File: config.mk
export PLATFORM = sky130hd
export DESIGN_NAME = vcpd_front
export DESIGN_NICKNAME = d
export VERILOG_FILES = /design/src/rtl/core/vcpd_pkg.sv /design/src/rtl/core/vcpd_front.sv
export SDC_FILE = /design/constraint.sdc
export NUM_CORES = 1
export LEC_CHECK = 0
export CORE_MARGIN = 4
export CORE_UTILIZATION = 50
export CTS_CLUSTER_DIAMETER = 40
export CTS_CLUSTER_SIZE = 40
export DETAILED_ROUTE_END_ITERATION = 8
export DONT_BUFFER_PORTS = 1
export GPL_TIMING_DRIVEN = 0
export PLACE_DENSITY_LB_ADDON = 0.2
export RECOVER_POWER = 50
export SLEW_MARGIN = 20
export SYNTH_ARGS = -nofsm -noshare
export SYNTH_HDL_FRONTEND = slang
export SYNTH_SLANG_ARGS = --single-unit
export TNS_END_PERCENT = 5
File: constraint.sdc
create_clock -name clk -period 2.1 [get_ports clk]
set_input_delay 0.105 -clock clk [delete_from_list [all_inputs] [get_ports clk]]
set_output_delay 0.105 -clock clk [all_outputs]
set_load 0.01 [all_outputs]
File: src/rtl/core/vcpd_pkg.sv
// Package for the voxel column pole detector: grid sizes, field widths, payload
// structs, command and state codes shared by the front, back and run scanner.
// Depends on nothing.
package vcpd_pkg;

	// Grid geometry.
	localparam int GRID_X      = 64;
	localparam int GRID_Y      = 64;
	localparam int GRID_Z      = 32;
	localparam int NUM_COLUMNS = GRID_X * GRID_Y;
	localparam int COL_IDX_W   = (NUM_COLUMNS > 1) ? $clog2(NUM_COLUMNS) : 1;

	// Field widths fixed by the interface.
	localparam int FUNC_W    = 2;
	localparam int X_W       = 6;
	localparam int Y_W       = 6;
	localparam int Z_W       = 5;
	localparam int SPAN_W    = 5;
	localparam int CFG_IDX_W = 2;

	// Run scanner: a few column bits are examined per cycle.
	localparam int SCAN_BITS  = 4;
	localparam int SCAN_STEPS = (GRID_Z + SCAN_BITS - 1) / SCAN_BITS;
	localparam int SCAN_LEN   = SCAN_STEPS * SCAN_BITS;
	localparam int POS_W      = $clog2(SCAN_LEN);
	localparam int STEP_W     = (SCAN_STEPS > 1) ? $clog2(SCAN_STEPS) : 1;

	// Command queue between front and back, and result queue behind the back.
	localparam int CMD_DEPTH = 2;
	localparam int CMD_PTR_W = (CMD_DEPTH > 1) ? $clog2(CMD_DEPTH) : 1;
	localparam int CMD_CNT_W = $clog2(CMD_DEPTH + 1);
	localparam int RES_DEPTH = 2;
	localparam int RES_PTR_W = (RES_DEPTH > 1) ? $clog2(RES_DEPTH) : 1;
	localparam int RES_CNT_W = $clog2(RES_DEPTH + 1);

	// Operation codes on the func field.
	localparam logic [FUNC_W-1:0] FUNC_INSERT = 2'd0;
	localparam logic [FUNC_W-1:0] FUNC_QUERY  = 2'd1;
	localparam logic [FUNC_W-1:0] FUNC_CLEAR  = 2'd2;

	// Configuration register indexes and reset values.
	localparam logic [CFG_IDX_W-1:0] REG_MIN_SPAN = 2'd0;
	localparam logic [CFG_IDX_W-1:0] REG_MAX_SPAN = 2'd1;
	localparam logic [SPAN_W-1:0]    MIN_SPAN_RST = 5'd4;
	localparam logic [SPAN_W-1:0]    MAX_SPAN_RST = 5'd31;

	typedef struct packed {
		logic [FUNC_W-1:0] func;
		logic [X_W-1:0]    grid_x;
		logic [Y_W-1:0]    grid_y;
		logic [Z_W-1:0]    grid_z;
	} in_item_t;

	typedef struct packed {
		logic           determined;
		logic           is_pole;
		logic [Z_W-1:0] run_start;
		logic [Z_W-1:0] run_end;
	} out_item_t;

	typedef struct packed {
		logic [SPAN_W-1:0] min_span;
		logic [SPAN_W-1:0] max_span;
	} cfg_t;

	// Classified command handed from the front to the back.
	typedef enum logic [1:0] {
		OP_NOP,
		OP_INSERT,
		OP_QUERY,
		OP_CLEAR
	} op_t;

	typedef struct packed {
		op_t                  op;
		logic [COL_IDX_W-1:0] col;
		logic [Z_W-1:0]       z;
	} cmd_t;

	// Back end sequencer states.
	typedef enum logic [1:0] {
		BK_CLEAR,
		BK_IDLE,
		BK_READ,
		BK_SCAN
	} bk_state_t;

	// Outcome of a column scan.
	typedef struct packed {
		logic             any;
		logic [POS_W-1:0] lowest;
		logic [POS_W-1:0] best;
		logic [POS_W-1:0] rs;
		logic [POS_W-1:0] re;
	} scan_res_t;

endpackage

File: src/rtl/core/vcpd_front.sv
// Front end of the pole detector: accepts input beats, classifies them into
// commands and holds them in a two-entry command queue. Uses vcpd_pkg.
module vcpd_front (
	input  logic            clk,
	input  logic            arst_n,
	input  logic            push,
	output logic            full,
	input  vcpd_pkg::in_item_t item,
	input  logic            clearing,
	output logic            cmd_valid,
	output vcpd_pkg::cmd_t  cmd,
	input  logic            cmd_pop
);

	vcpd_pkg::cmd_t                 cmd_q [vcpd_pkg::CMD_DEPTH];
	logic [vcpd_pkg::CMD_PTR_W-1:0] wr_ptr_q;
	logic [vcpd_pkg::CMD_PTR_W-1:0] rd_ptr_q;
	logic [vcpd_pkg::CMD_CNT_W-1:0] cnt_q;
	vcpd_pkg::cmd_t                 cls;
	logic                           col_ok;
	logic                           z_ok;
	logic                           accept;
	logic                           take;

	// Classify the beat: anything that leaves the grid untouched and answers
	// with zeros becomes a no-op.
	always_comb begin
		col_ok  = (int'(item.grid_x) < vcpd_pkg::GRID_X) &&
		          (int'(item.grid_y) < vcpd_pkg::GRID_Y);
		z_ok    = int'(item.grid_z) < vcpd_pkg::GRID_Z;
		cls.col = vcpd_pkg::COL_IDX_W'(int'(item.grid_x) * vcpd_pkg::GRID_Y +
		                               int'(item.grid_y));
		cls.z   = item.grid_z;
		unique case (item.func)
			vcpd_pkg::FUNC_INSERT: cls.op = (col_ok && z_ok) ? vcpd_pkg::OP_INSERT
			                                                 : vcpd_pkg::OP_NOP;
			vcpd_pkg::FUNC_QUERY:  cls.op = col_ok ? vcpd_pkg::OP_QUERY : vcpd_pkg::OP_NOP;
			vcpd_pkg::FUNC_CLEAR:  cls.op = col_ok ? vcpd_pkg::OP_CLEAR : vcpd_pkg::OP_NOP;
			default:               cls.op = vcpd_pkg::OP_NOP;
		endcase
	end

	assign full      = (cnt_q == vcpd_pkg::CMD_CNT_W'(vcpd_pkg::CMD_DEPTH)) || clearing;
	assign accept    = push && !full;
	assign cmd_valid = cnt_q != '0;
	assign take      = cmd_pop && cmd_valid;
	assign cmd       = cmd_q[rd_ptr_q];

	always_ff @(posedge clk or negedge arst_n) begin
		if (!arst_n) begin
			wr_ptr_q <= '0;
			rd_ptr_q <= '0;
			cnt_q    <= '0;
		end else begin
			if (accept) begin
				wr_ptr_q <= (wr_ptr_q == vcpd_pkg::CMD_PTR_W'(vcpd_pkg::CMD_DEPTH - 1)) ?
				            '0 : wr_ptr_q + 1'b1;
			end
			if (take) begin
				rd_ptr_q <= (rd_ptr_q == vcpd_pkg::CMD_PTR_W'(vcpd_pkg::CMD_DEPTH - 1)) ?
				            '0 : rd_ptr_q + 1'b1;
			end
			if (accept && !take) begin
				cnt_q <= cnt_q + 1'b1;
			end else if (take && !accept) begin
				cnt_q <= cnt_q - 1'b1;
			end
		end
	end

	always_ff @(posedge clk) begin
		if (accept) begin
			cmd_q[wr_ptr_q] <= cls;
		end
	end

endmodule

# After elaboration in Yosys (flattened, before gate mapping)
# Memories as Yosys holds them, arrays and structs flattened.
# Index checks and enable logic that the tools add are counted.
[word_totals]
reg_bits = 4
ramBits = 38
out_inout_bits = 21
memories = 1
[op_classes]
add_sub_neg = 5
eq_ne = 3
muxes = 7
reduce_logical = 11
[mem_list]
columns = ["memory", "depth", "width", "rd", "rd_ports_with_merged_regs", "wr", "line", "source"]
rows = [
  ["cmd_q", 2, 19, 1, 0, 1, "vcpd_front.sv:15", "vcpd_pkg::cmd_t cmd_q [vcpd_pkg::CMD_DEPTH];"],
]
[ops]
columns = ["cell", "count"]
rows = [
  ["$add 12x6->12", 1],
  ["$pmux 2 s3", 1],
  ["$eq 2x2->1 const B", 2],
  ["$logic_and 1x1->1", 4],
  ["$mux 1", 4],
  ["$mux 2", 2],
  ["$reduce_bool 2->1", 2],
  ["$logic_not 1->1", 3],
  ["$add 1x1->1 const B", 2],
  ["$add 2x1->2 const B", 1],
  ["$eq 2x1->1 const B", 1],
  ["$logic_not 2->1", 1],
  ["$sub 2x1->2 const B", 1],
  ["$logic_or 1x1->1", 1],
]

# Logic depth before layout (Yosys ltp)
[logic_depth]
ltp_word = 8
ltp_mapped = 7

# Worst setup path after synthesis
# Ideal clock, no wire load.
[synth_path]
kind = "register to register"
startpoint = "register cnt_q[0] (netlist bit)"
endpoint = "memory cmd_q[0][0] (netlist bit) (enable)"
setup_time_ns = 0.395
t_arrival_ns = 1.464
slack_ns = 0.242
stages_incl_launch_ff = 4
path_cell_list = "dfrtp_1 > nand2b_4 > nand3b_4 > nor2_1"
[synth_via]
elab_chain_len = 6
[synth_rtl]
columns = ["element", "line", "source"]
rows = [
  ["start: declaration", "vcpd_front.sv:18", "logic [vcpd_pkg::CMD_CNT_W-1:0] cnt_q;"],
  ["start signal: assignment", "vcpd_front.sv:64", "cnt_q <= cnt_q + 1'b1;"],
  ["start signal: assignment", "vcpd_front.sv:66", "cnt_q <= cnt_q - 1'b1;"],
  ["$eq 2x2->1", "vcpd_front.sv:43", "assign full = (cnt_q == vcpd_pkg::CMD_CNT_W'(vcpd_pkg::CMD_DEPTH)) || clearing;"],
  ["$logic_or 1x1->1", "vcpd_front.sv:43", ""],
  ["$logic_not 1->1", "vcpd_front.sv:44", "assign accept = push && !full;"],
  ["$logic_and 1x1->1", "vcpd_front.sv:44", ""],
  ["$mux 1", "vcpd_front.sv:72", "if (accept) begin"],
  ["$mux 1 (not written as such)", "vcpd_front.sv:73", "cmd_q[wr_ptr_q] <= cls;"],
  ["end: declaration", "vcpd_front.sv:15", ""],
]
# No other way between the ends.

# Worst setup path after layout
[layout_path]
startpoint = "register cnt_q[0] (netlist bit)"
endpoint = "memory cmd_q[1][7] (netlist bit) (enable)"
[layout_via]
elab_chain_len = 6
[layout_rtl]
columns = ["element", "line", "source"]
rows = [
  ["$eq 2x2->1", "vcpd_front.sv:43", ""],
  ["$logic_or 1x1->1", "vcpd_front.sv:43", ""],
  ["$logic_not 1->1", "vcpd_front.sv:44", ""],
  ["$logic_and 1x1->1", "vcpd_front.sv:44", ""],
  ["net accept", "vcpd_front.sv:22", "logic accept;"],
  ["$mux 1", "vcpd_front.sv:72", ""],
  ["$mux 1 (not written as such)", "vcpd_front.sv:73", ""],
]
# The timed path passes the listed nets, and every way through them passes these cells.

==> key figures <==
Status
  • Outcome: completed

Worst setup path
  • Number of cells on the worst reg-to-reg path: 4
  • R2r endpoint: cmd_q[1][7]
  • Levels on crit path: 4
  • Critical-path cell list: nand2b_1, nand3b_2, inv_2, and2_1
  • Max Fanout on Critical Path: 19
  • Capture point of the worst path: cmd_q[1][7]
  • WS Path Type: reg2reg
  • Number of buffers and inverters on the critical path: 1
  • Worst Setup SP: cnt_q[0]
  • Crit path largest cell delay: 0.69 ns
  • Delay-heaviest family, CP: simple AND/OR/NAND/NOR gates
  • Slowest stage cell, crit path: and2_1
  • Crit end category: register
  • Worst r2r src: cnt_q[0]
  • Setup crit start kind: register
  • R2R Setup Slk: 0.25 ns
  • Critical Path RT: 2.08 ns
  • Worst Path Arrival: 1.83 ns

Timing
  • Relative slew margins: 42.0%
  • Clock period minus final worst setup slack: 1.85 ns
  • Fin. Hold Viols: 0
  • Hold Slack: 0.0404 ns
  • Final period util: 88.3%
  • Setup WS post-layout: 0.246 ns
  • RSZ-0062 raised after global routing: no
  • Final max-slew violation count: 0
  • Clock skew: 0.00770 ns
  • Fmax achieved: 539 MHz
  • Slew @ Worst Pin: 0.871 ns
  • Final Setup Violations: 0

Clock network
  • Post-CTS sizing: 0
  • Clock root cell: clkbuf_4
  • CTS HTree Levels: 2
  • CTS tree: built
  • TritonCTS buffer count: 5
  • Latest clock arrival within the worst-skew pair: 0.34 ns
  • Clock Pin Slew Worst Setup and Hold Paths: 0.11 ns
  • TritonCTS Sinks: 42
  • CTS Buffer Depth: 2

Routing
  • Antenna viol nets, final: 0
  • Vias post-DR: 789
  • Vias per inst: 4.99
  • Avg WL per Cell: 16.2 um
  • WL final: 2560 um
  • DR DRC count: 0
  • Pre-antenna DRT Iters: 3
  • Initial DRC Count: 42

Power
  • Pwr/cell area: 1120 nW/um^2
  • Leak pwr: 0.000701 uW
  • Maximum VDD drop: 0.736 mV
  • Tot Pwr: 2210 uW

Job
  • Max-cap violations: 0

Cells and area
  • Fin nets: 140
  • Layout area overhead: 21.2%
  • Share of cells above drive strength 1: 28.1%
  • Fillers: 255
  • Ant. Diodes: 0
  • Fin area: 1980 um^2

Synthesis
  • Syn_nets: 110
  • Synthesized flop and latch total: 42
  • Post-Synthesis Cells: 83
  • Syn. warnings: 0
  • Avg Inst Size Synth: 19.7 um^2
  • Seq/Total Area, Yosys: 75.8%
  • Synth unique cells: 17
  • Post-Synthesis Cell Area: 1640 um^2

GRT
  • First-pass GRT wire length: 4240 um
  • Total GRT Usage: 14.3%
  • Number of global-route vias before repair: 867
  • Initial antenna violation count: 0
  • Aggregate global routing overflow: 0
  • Largest net degree at the start of global routing: 20

Min path
  • Worst min-delay path category: in2reg

Placed design
  • Buffers added on ports: 0
  • Place WS: 0.219 ns
  • Area after DPL: 1710 um^2
  • Gp weighted congestion: 0.715
  • Hpwl dp: 1650 um

Floorplan
  • Die area: 4260 um^2
  • Initial core utilization: 52.8%
  • Total core area: 3100 um^2
  • Io pins: 45
  • Chip Height: 65.2 um
  • Row count: 20
  • Chip width: 65.2 um
[through the flow]
step | TNS [ns] | instances | utilization, %
2_1_floorplan | 0 | 83 | -
3_3_place_gp | -3.98 | 127 | 54.6
3_5_place_dp | 0 | 128 | 55.1
4_1_cts | 0 | 158 | 64.6
5_1_grt | 0 | 158 | 64.0
6_report | 0 | 158 | 64.0
[cell usage in the layout, fill, tap and decap left out, drive strengths merged]
cell / Yosys / routed
clkbuf: 0 / 7
dlygate4sd3: 0 / 22
xor2: 2 / 2
edfxtp: 38 / 38
nand2b: 2 / 2
nor2: 2 / 2
inv: 3 / 3
xnor2: 3 / 3
ha: 3 / 3
mux2: 19 / 19
and2: 1 / 1
or2: 2 / 2
buf: 2 / 3
bufinv: 0 / 1
nand2: 1 / 1
dfrtp: 4 / 4
nand3b: 1 / 1
[sequential cells by signal (all words and copies together), names as in the netlist]
signal	cells
cmd_q	38
cnt_q	2
rd_ptr_q	1
wr_ptr_q	1
[worst min-delay path by stage]
| stage | from | to | cells past startpoint |
|---|---|---|---|
| final | item[18] | cmd_q[0][18] | 2 |
| after global routing | item[18] | cmd_q[1][18] | 2 |
| after CTS | item[18] | cmd_q[1][18] | 2 |
| after detailed placement | arst_n | wr_ptr_q | 0 |
| after global placement | arst_n | cnt_q[0] | 0 |
| after floorplan | arst_n | cnt_q[0] | 0 |
[power breakdown]
group,total [uW],leakage (uW),internal (uW),switching [uW]
logic,619,0.000267,288,331
registers,1110,0.000394,1060,51.8
clock network,484,0.0000395,253,232
[final cells by class]
class                      instances  area, um^2  share of cell area, %
buffer                             2        15.0                  0.757
clock buffer                       7        45.0                   2.27
clock inverter                     1        30.0                   1.51
inverter                           3        11.3                  0.567
multi-input combinational         36         352                   17.7
sequential                        42        1240                   62.5
tap                               44        55.1                   2.77
timing repair buffer              23         235                   11.9
[cells by family after synthesis]
kind of cell | count (synthesis) | share of synthesized area [%]
AND/OR/NAND/NOR | 9 | 4.58
flip-flops | 42 | 75.8
buffers and inverters | 5 | 1.60
XOR/XNOR | 5 | 2.67
adder cells (fa/ha/maj) | 3 | 2.29
multiplexers | 19 | 13.1
[cell usage after synthesis]
cell	n	share of area, %
nand2b_4	1	0.84
mux2_2	19	13
nor2_1	2	0.46
inv_2	1	0.23
and2_1	1	0.38
ha_1	3	2.3
dfrtp_1	4	6.1
edfxtp_1	38	70
buf_4	2	0.92
inv_1	2	0.46
xor2_1	2	1.1
xnor2_1	3	1.6
or2_2	1	0.38
or2_4	1	0.53
nand2b_1	1	0.38
nand3b_4	1	1.2
nand2_2	1	0.38
[routing by layer]
metal | share of wire [%] | GRT usage (%)
met1 | 33 | 15.0
met2 | 56 | 24.0
met3 | 8.8 | 6.84
met4 | 2.3 | 6.99
met5 | 0 | 0
[timing repair]
item	in CTS	in global routing
hold endpoints to repair	40	0
hold buffers	22	0
buffers inserted	0	0
Note: power is estimated with default switching activity, not from simulation.
